[src/rtl/ssbf_pkg.sv]
// Shared constants and types for the seven-bit sample framer.
`timescale 1ns / 1ps
package ssbf_pkg;

  localparam int SAMPLE_W   = 16;  // width of the sample field on the input channel
  localparam int MODE_W     = 7;
  localparam int LEFT_W     = 6;   // most pending payload bits kept between items
  localparam int GROUP_BITS = 7;   // payload bits per data byte
  localparam int BYTE_W     = 8;
  localparam int Q_DEPTH    = 2;

  localparam logic REQ_SAMPLE = 1'b0;
  localparam logic REQ_EOF    = 1'b1;

  localparam logic [BYTE_W-1:0] CMD_BIT   = 8'h80;
  localparam logic [BYTE_W-1:0] CMD_STOP  = 8'h81;
  localparam logic [BYTE_W-1:0] EDGE_BYTE = 8'h82;
  localparam logic [MODE_W-1:0] EDGE_MODE = 7'd1;

  // Register select bit of paddr (byte address 4*i).
  localparam logic ADDR_MODE_REG = 1'b0;

  typedef struct packed {
    logic need_trig;  // frame not open yet: send the trigger byte first
    logic eof;        // end-of-frame job: stop byte (and edge byte) follow
  } job_ctl_t;

  localparam int JOB_CTL_W = $bits(job_ctl_t);

endpackage

[src/rtl/ssbf_in_if.sv]
// Input channel: sample words and end-of-frame requests.
`timescale 1ns / 1ps
interface ssbf_in_if;
  logic        valid;
  logic        ready;
  logic        req_type;
  logic [15:0] sample_word;

  modport source (output valid, output req_type, output sample_word, input ready);
  modport sink   (input valid, input req_type, input sample_word, output ready);
endinterface

[src/rtl/ssbf_out_if.sv]
// Output channel: wire bytes with an end-of-run marker.
`timescale 1ns / 1ps
interface ssbf_out_if;
  logic       valid;
  logic       ready;
  logic [7:0] out_byte;
  logic       last_of_run;

  modport source (output valid, output out_byte, output last_of_run, input ready);
  modport sink   (input valid, input out_byte, input last_of_run, output ready);
endinterface

[src/rtl/sample_seven_bit_framer.sv]
// Top level of the seven-bit sample framer: register port, front, queue, back.
//
//   channel  direction  transfer condition          payload
//   in_ch    input      valid & ready               req_type, sample_word
//   out_ch   output     valid & ready               out_byte, last_of_run
//   config   input      psel & penable & pwrite     mode register at paddr 0
//
// One byte leaves per cycle from the output register while the link is ready;
// a 16-bit sample makes 2 or 3 data bytes, plus the trigger byte at frame start,
// and an end of frame makes 1 to 3 bytes; the link sets the rate.
// rst_n is synchronous; after reset no frame is open and no bits are pending.
// The front takes a new item whenever the two-entry job queue has room, so
// output stalls reach the input only once the queue fills.
`timescale 1ns / 1ps
module sample_seven_bit_framer #(
  parameter int SAMPLE_BITS = 16
) (
  input  logic        clk,
  input  logic        rst_n,
  ssbf_in_if.sink     in_ch,
  ssbf_out_if.source  out_ch,
  input  logic        psel,
  input  logic        penable,
  input  logic        pwrite,
  input  logic [2:0]  paddr,
  input  logic [31:0] pwdata,
  output logic [31:0] prdata,
  output logic        pready
);
  import ssbf_pkg::*;

  localparam int ACC_W = SAMPLE_BITS + LEFT_W;
  localparam int CNT_W = $clog2(SAMPLE_BITS + GROUP_BITS);
  localparam int JOB_W = JOB_CTL_W + CNT_W + ACC_W;

  logic [MODE_W-1:0] mode_r;
  logic              cfg_wr;

  logic             push, pop, q_full, q_valid;
  job_ctl_t         f_ctl, b_ctl;
  logic [ACC_W-1:0] f_acc, b_acc;
  logic [CNT_W-1:0] f_cnt, b_cnt;
  logic [JOB_W-1:0] q_wdata, q_rdata;

  assign pready = 1'b1;
  assign cfg_wr = psel && penable && pwrite && pready;
  assign prdata = (paddr[2] == ADDR_MODE_REG) ? 32'(mode_r) : '0;

  always_ff @(posedge clk) begin
    if (!rst_n) begin
      mode_r <= '0;
    end else if (cfg_wr && paddr[2] == ADDR_MODE_REG) begin
      mode_r <= pwdata[MODE_W-1:0];
    end
  end

  ssbf_front #(
    .SAMPLE_BITS (SAMPLE_BITS),
    .ACC_W       (ACC_W),
    .CNT_W       (CNT_W)
  ) u_front (
    .clk     (clk),
    .rst_n   (rst_n),
    .in_ch   (in_ch),
    .q_full  (q_full),
    .push    (push),
    .job_ctl (f_ctl),
    .job_acc (f_acc),
    .job_cnt (f_cnt)
  );

  assign q_wdata = {f_ctl, f_cnt, f_acc};

  ssbf_queue #(
    .W (JOB_W)
  ) u_queue (
    .clk      (clk),
    .rst_n    (rst_n),
    .push     (push),
    .wdata    (q_wdata),
    .pop      (pop),
    .rdata    (q_rdata),
    .full     (q_full),
    .nonempty (q_valid)
  );

  assign {b_ctl, b_cnt, b_acc} = q_rdata;

  ssbf_back #(
    .ACC_W (ACC_W),
    .CNT_W (CNT_W)
  ) u_back (
    .clk      (clk),
    .rst_n    (rst_n),
    .q_valid  (q_valid),
    .job_ctl  (b_ctl),
    .job_acc  (b_acc),
    .job_cnt  (b_cnt),
    .mode_cfg (mode_r),
    .pop      (pop),
    .out_ch   (out_ch)
  );

  // an accepted item is waiting in the queue on the next cycle
  a_push_lands: assert property (@(posedge clk) disable iff (!rst_n)
    (in_ch.valid && in_ch.ready) |=> q_valid)
    else $error("accepted item missing from job queue");

  // outside edge mode the stop byte always closes its run
  a_stop_last: assert property (@(posedge clk) disable iff (!rst_n)
    (out_ch.valid && out_ch.ready && out_ch.out_byte == CMD_STOP && mode_r != EDGE_MODE)
      |-> out_ch.last_of_run)
    else $error("stop byte not marked last");

  // the back end never pops an empty queue
  a_pop_valid: assert property (@(posedge clk) disable iff (!rst_n)
    pop |-> q_valid)
    else $error("pop from empty job queue");

endmodule

[src/rtl/ssbf_front.sv]
// Front end: accepts items, tracks frame and leftover bits, builds byte jobs.
`timescale 1ns / 1ps
module ssbf_front #(
  parameter int SAMPLE_BITS = 16,
  parameter int ACC_W       = 22,
  parameter int CNT_W       = 5
) (
  input  logic                clk,
  input  logic                rst_n,
  ssbf_in_if.sink             in_ch,
  input  logic                q_full,
  output logic                push,
  output ssbf_pkg::job_ctl_t  job_ctl,
  output logic [ACC_W-1:0]    job_acc,
  output logic [CNT_W-1:0]    job_cnt
);
  import ssbf_pkg::*;

  localparam int SB_MOD = SAMPLE_BITS % GROUP_BITS;

  logic              open_r, open_nxt;
  logic [LEFT_W-1:0] left_r, left_nxt;
  logic [2:0]        lcnt_r, lcnt_nxt;

  logic [SAMPLE_BITS-1:0] samp;
  logic [ACC_W-1:0]       acc_s;
  logic [3:0]             csum;
  logic [2:0]             ncnt;
  logic [LEFT_W-1:0]      nleft;
  logic [GROUP_BITS-1:0]  flush;

  assign in_ch.ready = !q_full;
  assign push        = in_ch.valid && !q_full;

  assign samp  = SAMPLE_BITS'(in_ch.sample_word);
  assign acc_s = {left_r, samp};

  // (lcnt + SAMPLE_BITS) mod 7, with the constant part folded in
  assign csum  = 4'(lcnt_r) + 4'(SB_MOD);
  assign ncnt  = (csum >= 4'(GROUP_BITS)) ? 3'(csum - 4'(GROUP_BITS)) : csum[2:0];
  assign nleft = acc_s[LEFT_W-1:0] & LEFT_W'((7'd1 << ncnt) - 7'd1);

  // pending bits left-aligned in a 7-bit group, zero padded
  assign flush = GROUP_BITS'({1'b0, left_r} << (3'd7 - lcnt_r));

  always_comb begin
    job_ctl.need_trig = !open_r;
    job_ctl.eof       = (in_ch.req_type == REQ_EOF);
    open_nxt          = open_r;
    left_nxt          = left_r;
    lcnt_nxt          = lcnt_r;
    if (in_ch.req_type == REQ_EOF) begin
      job_acc = ACC_W'(flush);
      job_cnt = (lcnt_r != 3'd0) ? CNT_W'(GROUP_BITS) : '0;
    end else begin
      job_acc = acc_s;
      job_cnt = CNT_W'(lcnt_r) + CNT_W'(SAMPLE_BITS);
    end
    if (push) begin
      if (in_ch.req_type == REQ_EOF) begin
        open_nxt = 1'b0;
        left_nxt = '0;
        lcnt_nxt = '0;
      end else begin
        open_nxt = 1'b1;
        left_nxt = nleft;
        lcnt_nxt = ncnt;
      end
    end
  end

  always_ff @(posedge clk) begin
    if (!rst_n) begin
      open_r <= 1'b0;
      left_r <= '0;
      lcnt_r <= '0;
    end else begin
      open_r <= open_nxt;
      left_r <= left_nxt;
      lcnt_r <= lcnt_nxt;
    end
  end

endmodule

[src/rtl/ssbf_queue.sv]
// Two-entry job queue between front and back end.
`timescale 1ns / 1ps
module ssbf_queue #(
  parameter int W = 29
) (
  input  logic         clk,
  input  logic         rst_n,
  input  logic         push,
  input  logic [W-1:0] wdata,
  input  logic         pop,
  output logic [W-1:0] rdata,
  output logic         full,
  output logic         nonempty
);
  import ssbf_pkg::*;

  localparam int PTR_W = $clog2(Q_DEPTH);
  localparam int CNT_W = $clog2(Q_DEPTH + 1);

  logic [W-1:0]     mem [Q_DEPTH];
  logic [PTR_W-1:0] wr_r, rd_r;
  logic [CNT_W-1:0] cnt_r;
  logic             do_push, do_pop;

  assign full     = (cnt_r == CNT_W'(Q_DEPTH));
  assign nonempty = (cnt_r != '0);
  assign do_push  = push && !full;
  assign do_pop   = pop && nonempty;
  assign rdata    = mem[rd_r];

  always_ff @(posedge clk) begin
    if (do_push) begin
      mem[wr_r] <= wdata;
    end
  end

  always_ff @(posedge clk) begin
    if (!rst_n) begin
      wr_r  <= '0;
      rd_r  <= '0;
      cnt_r <= '0;
    end else begin
      if (do_push) begin
        wr_r <= (wr_r == PTR_W'(Q_DEPTH - 1)) ? '0 : wr_r + 1'b1;
      end
      if (do_pop) begin
        rd_r <= (rd_r == PTR_W'(Q_DEPTH - 1)) ? '0 : rd_r + 1'b1;
      end
      cnt_r <= cnt_r + CNT_W'(do_push) - CNT_W'(do_pop);
    end
  end

endmodule

[src/rtl/ssbf_back.sv]
// Back end: walks one job at a time and emits one byte per cycle while the output is not stalled.
`timescale 1ns / 1ps
module ssbf_back #(
  parameter int ACC_W = 22,
  parameter int CNT_W = 5
) (
  input  logic                           clk,
  input  logic                           rst_n,
  input  logic                           q_valid,
  input  ssbf_pkg::job_ctl_t             job_ctl,
  input  logic [ACC_W-1:0]               job_acc,
  input  logic [CNT_W-1:0]               job_cnt,
  input  logic [ssbf_pkg::MODE_W-1:0]    mode_cfg,
  output logic                           pop,
  ssbf_out_if.source                     out_ch
);
  import ssbf_pkg::*;

  logic             trig_r, trig_nxt;
  logic             stop_r, stop_nxt;
  logic             edge_r, edge_nxt;
  logic [CNT_W-1:0] cnt_r, cnt_nxt;
  logic [ACC_W-1:0] acc_r, acc_nxt;

  logic              out_valid_r;
  logic [BYTE_W-1:0] out_byte_r;
  logic              out_last_r;

  logic              busy, slot_free, emit, last;
  logic [BYTE_W-1:0] byte_val;
  logic [ACC_W-1:0]  shifted;

  assign busy      = trig_r || (cnt_r >= CNT_W'(GROUP_BITS)) || stop_r || edge_r;
  assign slot_free = !out_valid_r || out_ch.ready;
  assign emit      = busy && slot_free;
  assign shifted   = acc_r >> (cnt_r - CNT_W'(GROUP_BITS));

  always_comb begin
    trig_nxt = trig_r;
    stop_nxt = stop_r;
    edge_nxt = edge_r;
    cnt_nxt  = cnt_r;
    acc_nxt  = acc_r;
    byte_val = EDGE_BYTE;
    if (emit) begin
      priority if (trig_r) begin
        byte_val = CMD_BIT | BYTE_W'(mode_cfg);
        trig_nxt = 1'b0;
      end else if (cnt_r >= CNT_W'(GROUP_BITS)) begin
        byte_val = {1'b0, shifted[GROUP_BITS-1:0]};
        cnt_nxt  = cnt_r - CNT_W'(GROUP_BITS);
      end else if (stop_r) begin
        byte_val = CMD_STOP;
        stop_nxt = 1'b0;
      end else begin
        byte_val = EDGE_BYTE;
        edge_nxt = 1'b0;
      end
    end
    last = !(trig_nxt || (cnt_nxt >= CNT_W'(GROUP_BITS)) || stop_nxt || edge_nxt);
    // next job loads as the current one hands over its final byte
    pop  = q_valid && (!busy || (emit && last));
    if (pop) begin
      trig_nxt = job_ctl.need_trig;
      stop_nxt = job_ctl.eof;
      edge_nxt = job_ctl.eof && (mode_cfg == EDGE_MODE);
      cnt_nxt  = job_cnt;
      acc_nxt  = job_acc;
    end
  end

  always_ff @(posedge clk) begin
    if (!rst_n) begin
      trig_r      <= 1'b0;
      stop_r      <= 1'b0;
      edge_r      <= 1'b0;
      cnt_r       <= '0;
      out_valid_r <= 1'b0;
    end else begin
      trig_r <= trig_nxt;
      stop_r <= stop_nxt;
      edge_r <= edge_nxt;
      cnt_r  <= cnt_nxt;
      if (emit) begin
        out_valid_r <= 1'b1;
      end else if (out_ch.ready) begin
        out_valid_r <= 1'b0;
      end
    end
  end

  always_ff @(posedge clk) begin
    acc_r <= acc_nxt;
    if (emit) begin
      out_byte_r <= byte_val;
      out_last_r <= last;
    end
  end

  assign out_ch.valid       = out_valid_r;
  assign out_ch.out_byte    = out_byte_r;
  assign out_ch.last_of_run = out_last_r;

endmodule

[src/flat_wrapper.sv]
// flat-port wrapper written by rule: the top's interface ports become plain ports
module sample_seven_bit_framer_flat import ssbf_pkg::*;
#(
  parameter int SAMPLE_BITS = 16
)
  (clk, rst_n, psel, penable, pwrite, paddr, pwdata, prdata, pready, in_ch_valid, in_ch_req_type, in_ch_sample_word, in_ch_ready, out_ch_valid, out_ch_out_byte, out_ch_last_of_run, out_ch_ready);
  ssbf_in_if in_ch_i ();
  ssbf_out_if out_ch_i ();
  input  logic clk;
  input  logic rst_n;
  input  logic psel;
  input  logic penable;
  input  logic pwrite;
  input  logic [2:0] paddr;
  input  logic [31:0] pwdata;
  output logic [31:0] prdata;
  output logic pready;
  input wire logic [$bits(in_ch_i.valid)-1:0] in_ch_valid;
  input wire logic [$bits(in_ch_i.req_type)-1:0] in_ch_req_type;
  input wire logic [$bits(in_ch_i.sample_word)-1:0] in_ch_sample_word;
  output wire logic [$bits(in_ch_i.ready)-1:0] in_ch_ready;
  output wire logic [$bits(out_ch_i.valid)-1:0] out_ch_valid;
  output wire logic [$bits(out_ch_i.out_byte)-1:0] out_ch_out_byte;
  output wire logic [$bits(out_ch_i.last_of_run)-1:0] out_ch_last_of_run;
  input wire logic [$bits(out_ch_i.ready)-1:0] out_ch_ready;
  assign in_ch_i.valid = in_ch_valid;
  assign in_ch_i.req_type = in_ch_req_type;
  assign in_ch_i.sample_word = in_ch_sample_word;
  assign in_ch_ready = in_ch_i.ready;
  assign out_ch_valid = out_ch_i.valid;
  assign out_ch_out_byte = out_ch_i.out_byte;
  assign out_ch_last_of_run = out_ch_i.last_of_run;
  assign out_ch_i.ready = out_ch_ready;
  sample_seven_bit_framer #(.SAMPLE_BITS(SAMPLE_BITS)) u_core (.clk(clk), .rst_n(rst_n), .in_ch(in_ch_i), .out_ch(out_ch_i), .psel(psel), .penable(penable), .pwrite(pwrite), .paddr(paddr), .pwdata(pwdata), .prdata(prdata), .pready(pready));
endmodule
[config.mk]
export PLATFORM = sky130hd
export DESIGN_NAME = sample_seven_bit_framer_flat
export DESIGN_NICKNAME = d
export VERILOG_FILES = /design/src/rtl/ssbf_pkg.sv /design/src/rtl/ssbf_in_if.sv /design/src/rtl/ssbf_out_if.sv /design/src/rtl/sample_seven_bit_framer.sv /design/src/rtl/ssbf_front.sv /design/src/rtl/ssbf_queue.sv /design/src/rtl/ssbf_back.sv /design/src/flat_wrapper.sv
export SDC_FILE = /design/constraint.sdc
export NUM_CORES = 1
export LEC_CHECK = 0
export BUFFER_PORTS_ARGS = -buffer_cell sky130_fd_sc_hd__buf_2
export CAP_MARGIN = 20
export CORE_MARGIN = 2
export CORE_UTILIZATION = 50
export CTS_CLUSTER_DIAMETER = 80
export CTS_CLUSTER_SIZE = 8
export DETAILED_ROUTE_END_ITERATION = 10
export PLACE_DENSITY_LB_ADDON = 0.12
export SLEW_MARGIN = 10
export SYNTH_ARGS = -nofsm -noshare
export SYNTH_HDL_FRONTEND = slang
export SYNTH_SLANG_ARGS = --single-unit
[constraint.sdc]
create_clock -name clk -period 4.1 [get_ports clk]
set_input_delay 0.41 -clock clk [delete_from_list [all_inputs] [get_ports clk]]
set_output_delay 0.41 -clock clk [all_outputs]
set_load 0.005 [all_outputs]
# Yosys cells after proc, flatten, opt, wreduce, memory -nomap -nowiden

Memories as Yosys holds them, arrays and structs flattened. A register that Yosys moved wholly into a read port is not among the register bits.
Cells that the tools add are included.

Bits in writable memories: 58
Register bits: 61
Output and inout port bits: 44
Memories kept: 1
Word-level logic and storage cells: 97

Memory list:

| name               | depth | bits a word | read ports | clocked after Yosys merged registers in | write ports | line             | text |
|---|---|---|---|---|---|---|---|
| u_core.u_queue.mem | 2     | 29          | 1          | 1                                       | 1           | ssbf_queue.sv:20 | `logic [W-1:0] mem [Q_DEPTH];` |

Equal/unequal tests: 2
Order comparisons: 3
Shifts and indexed selects: 3
Muxes and demuxes: 34
Reductions and logical operators: 26
Bitwise operators: 2
Add/subtract/negate cells: 10

Operator list:

| cell                                                                  | count |
|---|---|
| 5-bit two-way mux                                                     | 5 |
| 22-bit two-way mux                                                    | 1 |
| 22-bit by 5-bit right shift with 7-bit output                         | 1 |
| 1-bit two-way mux                                                     | 20 |
| 7-bit two-way mux                                                     | 2 |
| 5-bit by 3-bit >= comparator with 1-bit output, second input constant | 2 |
| 1-bit logical AND                                                     | 10 |
| 3-bit two-way mux                                                     | 3 |
| 1-bit logical OR                                                      | 8 |
| 8-bit two-way mux                                                     | 1 |
| 7-bit by 1-bit == test with 1-bit output, second input constant       | 1 |
| 6-bit by 3-bit left shift with 7-bit output                           | 1 |
| 6-bit AND                                                             | 1 |
| 6-bit two-way mux                                                     | 1 |
| 1-bit by 3-bit left shift with 6-bit output, first input constant     | 1 |
| 6-bit by 1-bit subtractor with 6-bit output, second input constant    | 1 |
| 3-bit by 5-bit adder with 5-bit output, second input constant         | 1 |
| 1-bit logical NOT                                                     | 5 |
| 5-bit by 3-bit subtractor with 5-bit output, second input constant    | 1 |
| 3-bit by 2-bit adder with 4-bit output, second input constant         | 1 |
| 4-bit by 3-bit >= comparator with 1-bit output, second input constant | 1 |
| 2-bit nonzero test                                                    | 2 |
| 3-bit nonzero test                                                    | 1 |
| 3-bit subtractor, first input constant                                | 1 |
| 7 further kinds                                                       | 8 |

# Longest topological paths before layout

Depth in word-level cells: 17
Depth in mapped cells: 14

# Hierarchy

Synthesis repeated with hierarchy kept, for this count alone.

Cells, all modules: 543
Area total of the unflattened synthesis: 6,610.1 µm²

Modules (own cells, without submodules):

| module                  | cells an instance | area each (µm²) | instances |
|---|---|---|---|
| ssbf_back               | 221               | 2,618.8         | 1 |
| ssbf_queue              | 117               | 2,369.8         | 1 |
| ssbf_front              | 139               | 1,069.8         | 1 |
| sample_seven_bit_framer | 66                | 551.8           | 1 |

# Worst setup path before layout

No wires, ideal clock.

Kind: reg-to-reg
From: register u_core.u_front.lcnt_r[1]
To: register u_core.u_front.left_r[4]
Cell stages (with the launch flop): 15
Required time: 4.024 ns
Arrival: 3.261 ns
Buffers on the path: 2
Slack: 0.763 ns
Period minus slack after synthesis: 3.337 ns
Cells stage by stage: dfxtp_1 clkbuf_1 inv_1 ha_1 fa_1 clkbuf_1 nand2b_1 o21ai_0 nand2_1 ha_1 or3_1 a21o_1 a21oi_1 o2111ai_1 a21boi_0

Longest elaborated chain between the ends: 7

Ends and longest elaborated chain:

| what                                                                                      | line             | text |
|---|---|---|
| from (decl)                                                                               | ssbf_front.sv:23 | `logic [2:0] lcnt_r, lcnt_nxt;` |
| from (signal assigned)                                                                    | ssbf_front.sv:80 | `lcnt_r <= lcnt_nxt;` |
| 3-bit by 2-bit adder with 4-bit output *                                                  | ssbf_front.sv:39 | `assign csum = 4'(lcnt_r) + 4'(SB_MOD);` |
| 4-bit by 3-bit >= comparator with 1-bit output / 3-bit subtractor (equally long branches) | ssbf_front.sv:40 | `assign ncnt = (csum >= 4'(GROUP_BITS)) ? 3'(csum - 4'(GROUP_BITS)) : csum[2:0];` |
| 3-bit two-way mux *                                                                       | ssbf_front.sv:40 |  |
| 1-bit by 3-bit left shift with 6-bit output *                                             | ssbf_front.sv:41 | `assign nleft = acc_s[LEFT_W-1:0] & LEFT_W'((7'd1 << ncnt) - 7'd1);` |
| 6-bit by 1-bit subtractor with 6-bit output *                                             | ssbf_front.sv:41 |  |
| 6-bit AND *                                                                               | ssbf_front.sv:41 |  |
| 6-bit two-way mux *                                                                       | ssbf_front.sv:60 | `if (in_ch.req_type == REQ_EOF) begin` |
| to (signal assigned)                                                                      | ssbf_front.sv:79 | `left_r <= left_nxt;` |
| to (decl)                                                                                 | ssbf_front.sv:22 | `logic [LEFT_W-1:0] left_r, left_nxt;` |

Every way passes the cells marked *; elsewhere a longest branch is shown, timed or not.
A chain may end at the register's enable or synchronous reset.

# Final worst setup path

Ends and elaborated chain as after synthesis.

==> metrics.md <==
| Metric | Value |
|---|---|
| WHS Path Cells | `3` |
| Commonest non-fill, non-tap cell in the layout | `edfxtp_1` |
| Starting Density | `0.512` |
| Reg2reg path depth | `12` |
| Die width | `115 um` |
| Clock skew | `0.00659 ns` |
| Number of H-tree levels | `4` |
| Final Max Slew Viols | `0` |
| Fin crit share | `0.831` |
| Seq cells post-synth | `118` |
| Seq/Total Area, Yosys | `0.526` |
| Dpl hpwl | `8.09 mm` |
| Syn avg cell area | `11.8 um^2` |
| Synthesized area | `0.00615 mm^2` |
| Crit path arrival time | `3.75 ns` |
| Core area | `0.0120 mm^2` |
| Share of layout cells above drive strength 1 | `0.248` |
| NumNets Final | `635` |
| Rel. slew slack | `0.550` |
| Leakage | `2.70 nW` |
| Crit path max fanout | `13` |
| Max-cap violations | `0` |
| CTS Buf Count | `17` |
| Die Ht | `115 um` |
| Status | `complete, no violations` |
| Crit end category | `flip-flop` |
| GPL Wtd Cong | `0.864` |
| GRT Util Overall | `0.194` |
| Syn Inst Count | `521` |
| Warnings from Yosys | `0` |
| Placed insts | `696` |
| Via count | `3996` |
| # clock sinks | `118` |
| Vias per cell | `5.49` |
| Initial DRC Count | `235` |
| Buffers on Ports | `49` |
| Initial antenna violation count | `0` |
| CTS tree | `done` |
| Sequential cell area | `0.00323 mm^2` |
| First-pass GRT wire length | `19.6 mm` |
| Critical Path Source Type | `flip-flop` |
| RSZ-0062 raised after global routing | `false` |
| Total gr overflow | `0` |
| Pwr Total | `5.22 mW` |
| Worst-skew pair later-pin latency | `0.42 ns` |
| Cts repair resizes | `0` |
| Post-synth EDFFs | `87` |
| Ys flop type | `edfxtp_1` |
| Area after DPL | `0.00641 mm^2` |
| Root Driver | `clkbuf_16` |
| CP Class | `flip-flop to flip-flop` |
| Die area | `0.0132 mm^2` |
| Power per Cell Area | `739 mW/mm^2` |
| Antenna viol nets, final | `0` |
| Hold Worst Slack | `0.253 ns` |
| Hold_buf cts | `0` |
| Commonest cells after routing, fill and taps aside | `87 x edfxtp_1, 49 x buf_2, 41 x nand2_1` |
| Filler cells | `997` |
| Post-CTS Setup Bufs | `0` |
| Worst slew pin tran | `0.675 ns` |
| Min Tclk post-route | `3.41 ns` |
| Layout area overhead | `14.9%` |
| Worst-case vdd ir drop | `0.332 mV` |
| Largest net degree at the start of global routing | `38` |
| Top Ports | `103` |
| Finished layout cell area | `0.00706 mm^2` |
| Diode count | `0` |
| Setup tns final | `0 ns` |
| Setup violators final | `0` |
| Post-Layout Cell Count | `728` |
| Routed WL | `11.8 mm` |
| Netlist cell types | `61` |
| Post-layout util | `0.588` |
| Final Hold Vio Count | `0` |
| Worst hold-check path type | `input port to flip-flop` |
| Clock transition at the registers of the reported paths | `0.06 ns` |
| Routed wire length per instance | `16.2 um` |
| Placement Setup Slack | `0.719 ns` |
| Clk buf depth | `2` |
| DRC | `0` |
| Site row count | `40` |
| Drt first pass iters | `4` |
| Achievable Freq | `294 MHz` |
| Crit path required time | `4.45 ns` |
| Vias in the first global route | `3927` |
| Ys async rst share | `0` |
| PnR worst setup slack | `0.693 ns` |
| Multi-input logic area | `0.00263 mm^2` |
==> metal layers <==
layer  up-vias  routed length (um)  share of wire  global-route usage
met5         -                   0              0                   0
met4         0                 216          0.018              0.0843
met3        19                 544          0.046              0.0453
met2       111                5900           0.50               0.327
met1      1899                5160           0.44               0.240
li1       1967                   -              -                   -
==> synth_stat cells (all sizes together) (2+ instances only) <==
cell     number  area share
a2111oi       2      0.0028
a211o         2      0.0028
a211oi        4      0.0057
a21boi        4      0.0049
a21o          3      0.0037
a21oi        22       0.018
a221o         3      0.0049
a22oi         2      0.0024
a311oi        2      0.0028
a32o          2      0.0033
a32oi         2      0.0028
and2          6      0.0061
and3          3      0.0039
buf          36       0.042
clkbuf       18       0.011
conb          2      0.0012
dfxtp        31        0.10
edfxtp       87        0.42
ha            7       0.014
inv          14      0.0085
mux2         33       0.060
mux2i        29       0.047
mux4         11       0.040
nand2        41       0.025
nand2b       10       0.010
nand3        10      0.0081
nand4         4      0.0041
nor2         25       0.015
nor2b        37       0.038
nor3         10      0.0081
o211ai       10       0.012
o21a          2      0.0024
o21ai        16       0.013
o22ai         3      0.0031
o32ai         2      0.0028
or3           2      0.0020
xnor2         7       0.016
xor2          2      0.0028
==> where the power goes <==
group | switching (mW) | internal (mW) | total, mW
Combinational | 0.954 | 0.768 | 1.72
Clock | 0.565 | 1.05 | 1.62
Sequential | 0.195 | 1.69 | 1.88
==> path summary, 6_finish.rpt <==
path / startpoint / slack (ns) / to
worst max-delay path: u_core.u_front.lcnt_r[1]$_SDFFE_PN0P_ / 0.69 / u_core.u_front.left_r[4]$_SDFFE_PN0P_
worst min-delay path: pwdata[1] / 0.25 / u_core.mode_r[1]$_SDFFE_PN0P_
worst max register to register: u_core.u_front.lcnt_r[1]$_SDFFE_PN0P_ / 0.69 / u_core.u_front.left_r[4]$_SDFFE_PN0P_
worst min register to register: u_core.u_queue.rd_r$_SDFFE_PN0P_ / 0.48 / u_core.u_queue.rd_r$_SDFFE_PN0P_
==> sequential cells by signal, summed over array words and instances (netlist names), named ones only <==
| name | count |
|---|---|
| u_core.u_front.lcnt_r | 3 |
| u_core.u_front.open_r | 1 |
| u_core.mode_r | 7 |
| u_core.u_queue.mem | 56 |
| u_core.u_front.left_r | 6 |
| u_core.u_back.out_ch.valid | 1 |
| u_core.u_back.out_ch.out_byte | 8 |
| u_core.u_queue.rd_r | 1 |
| u_core.u_back.edge_r | 1 |
| u_core.u_back.out_ch.last_of_run | 1 |
| u_core.u_back.cnt_r | 5 |
| u_core.u_queue.cnt_r | 2 |
| u_core.u_back.stop_r | 1 |
| u_core.u_back.trig_r | 1 |
| u_core.u_queue.wr_r | 1 |
| u_core.u_back.acc_r | 22 |
==> cell families after synthesis <==
kind of cell | after synthesis | synth area share
buffers and inverters | 69 | 0.0625
AO/OA/AOI/OAI | 87 | 0.0961
XOR/XNOR | 9 | 0.0189
AND/OR/NAND/NOR | 155 | 0.130
flip-flops | 118 | 0.526
adder cells (fa/ha/maj) | 8 | 0.0175
other | 2 | 0.00122
multiplexers | 73 | 0.148
==> area by class of cell <==
type,instances,area share
Clock buffer,18,0.0622
Clock inverter,14,0.0298
Inverter,15,0.00797
Multi-Input combinational cell,358,0.372
Sequential cell,118,0.458
Tap cell,147,0.0260
Timing Repair Buffer,58,0.0443
==> critical path: stages (launching register included) <==
cell and delay [ns]:
dfxtp_1 0.31, buf_4 0.20, inv_1 0.14, ha_1 0.23, fa_1 0.53, mux2i_1 0.56
nand2_1 0.11, ha_1 0.31, or3_1 0.37, a21o_1 0.16, a21oi_1 0.13, o2111ai_1 0.12
a21boi_0 0.17
Power figures use the tool's default switching activity.
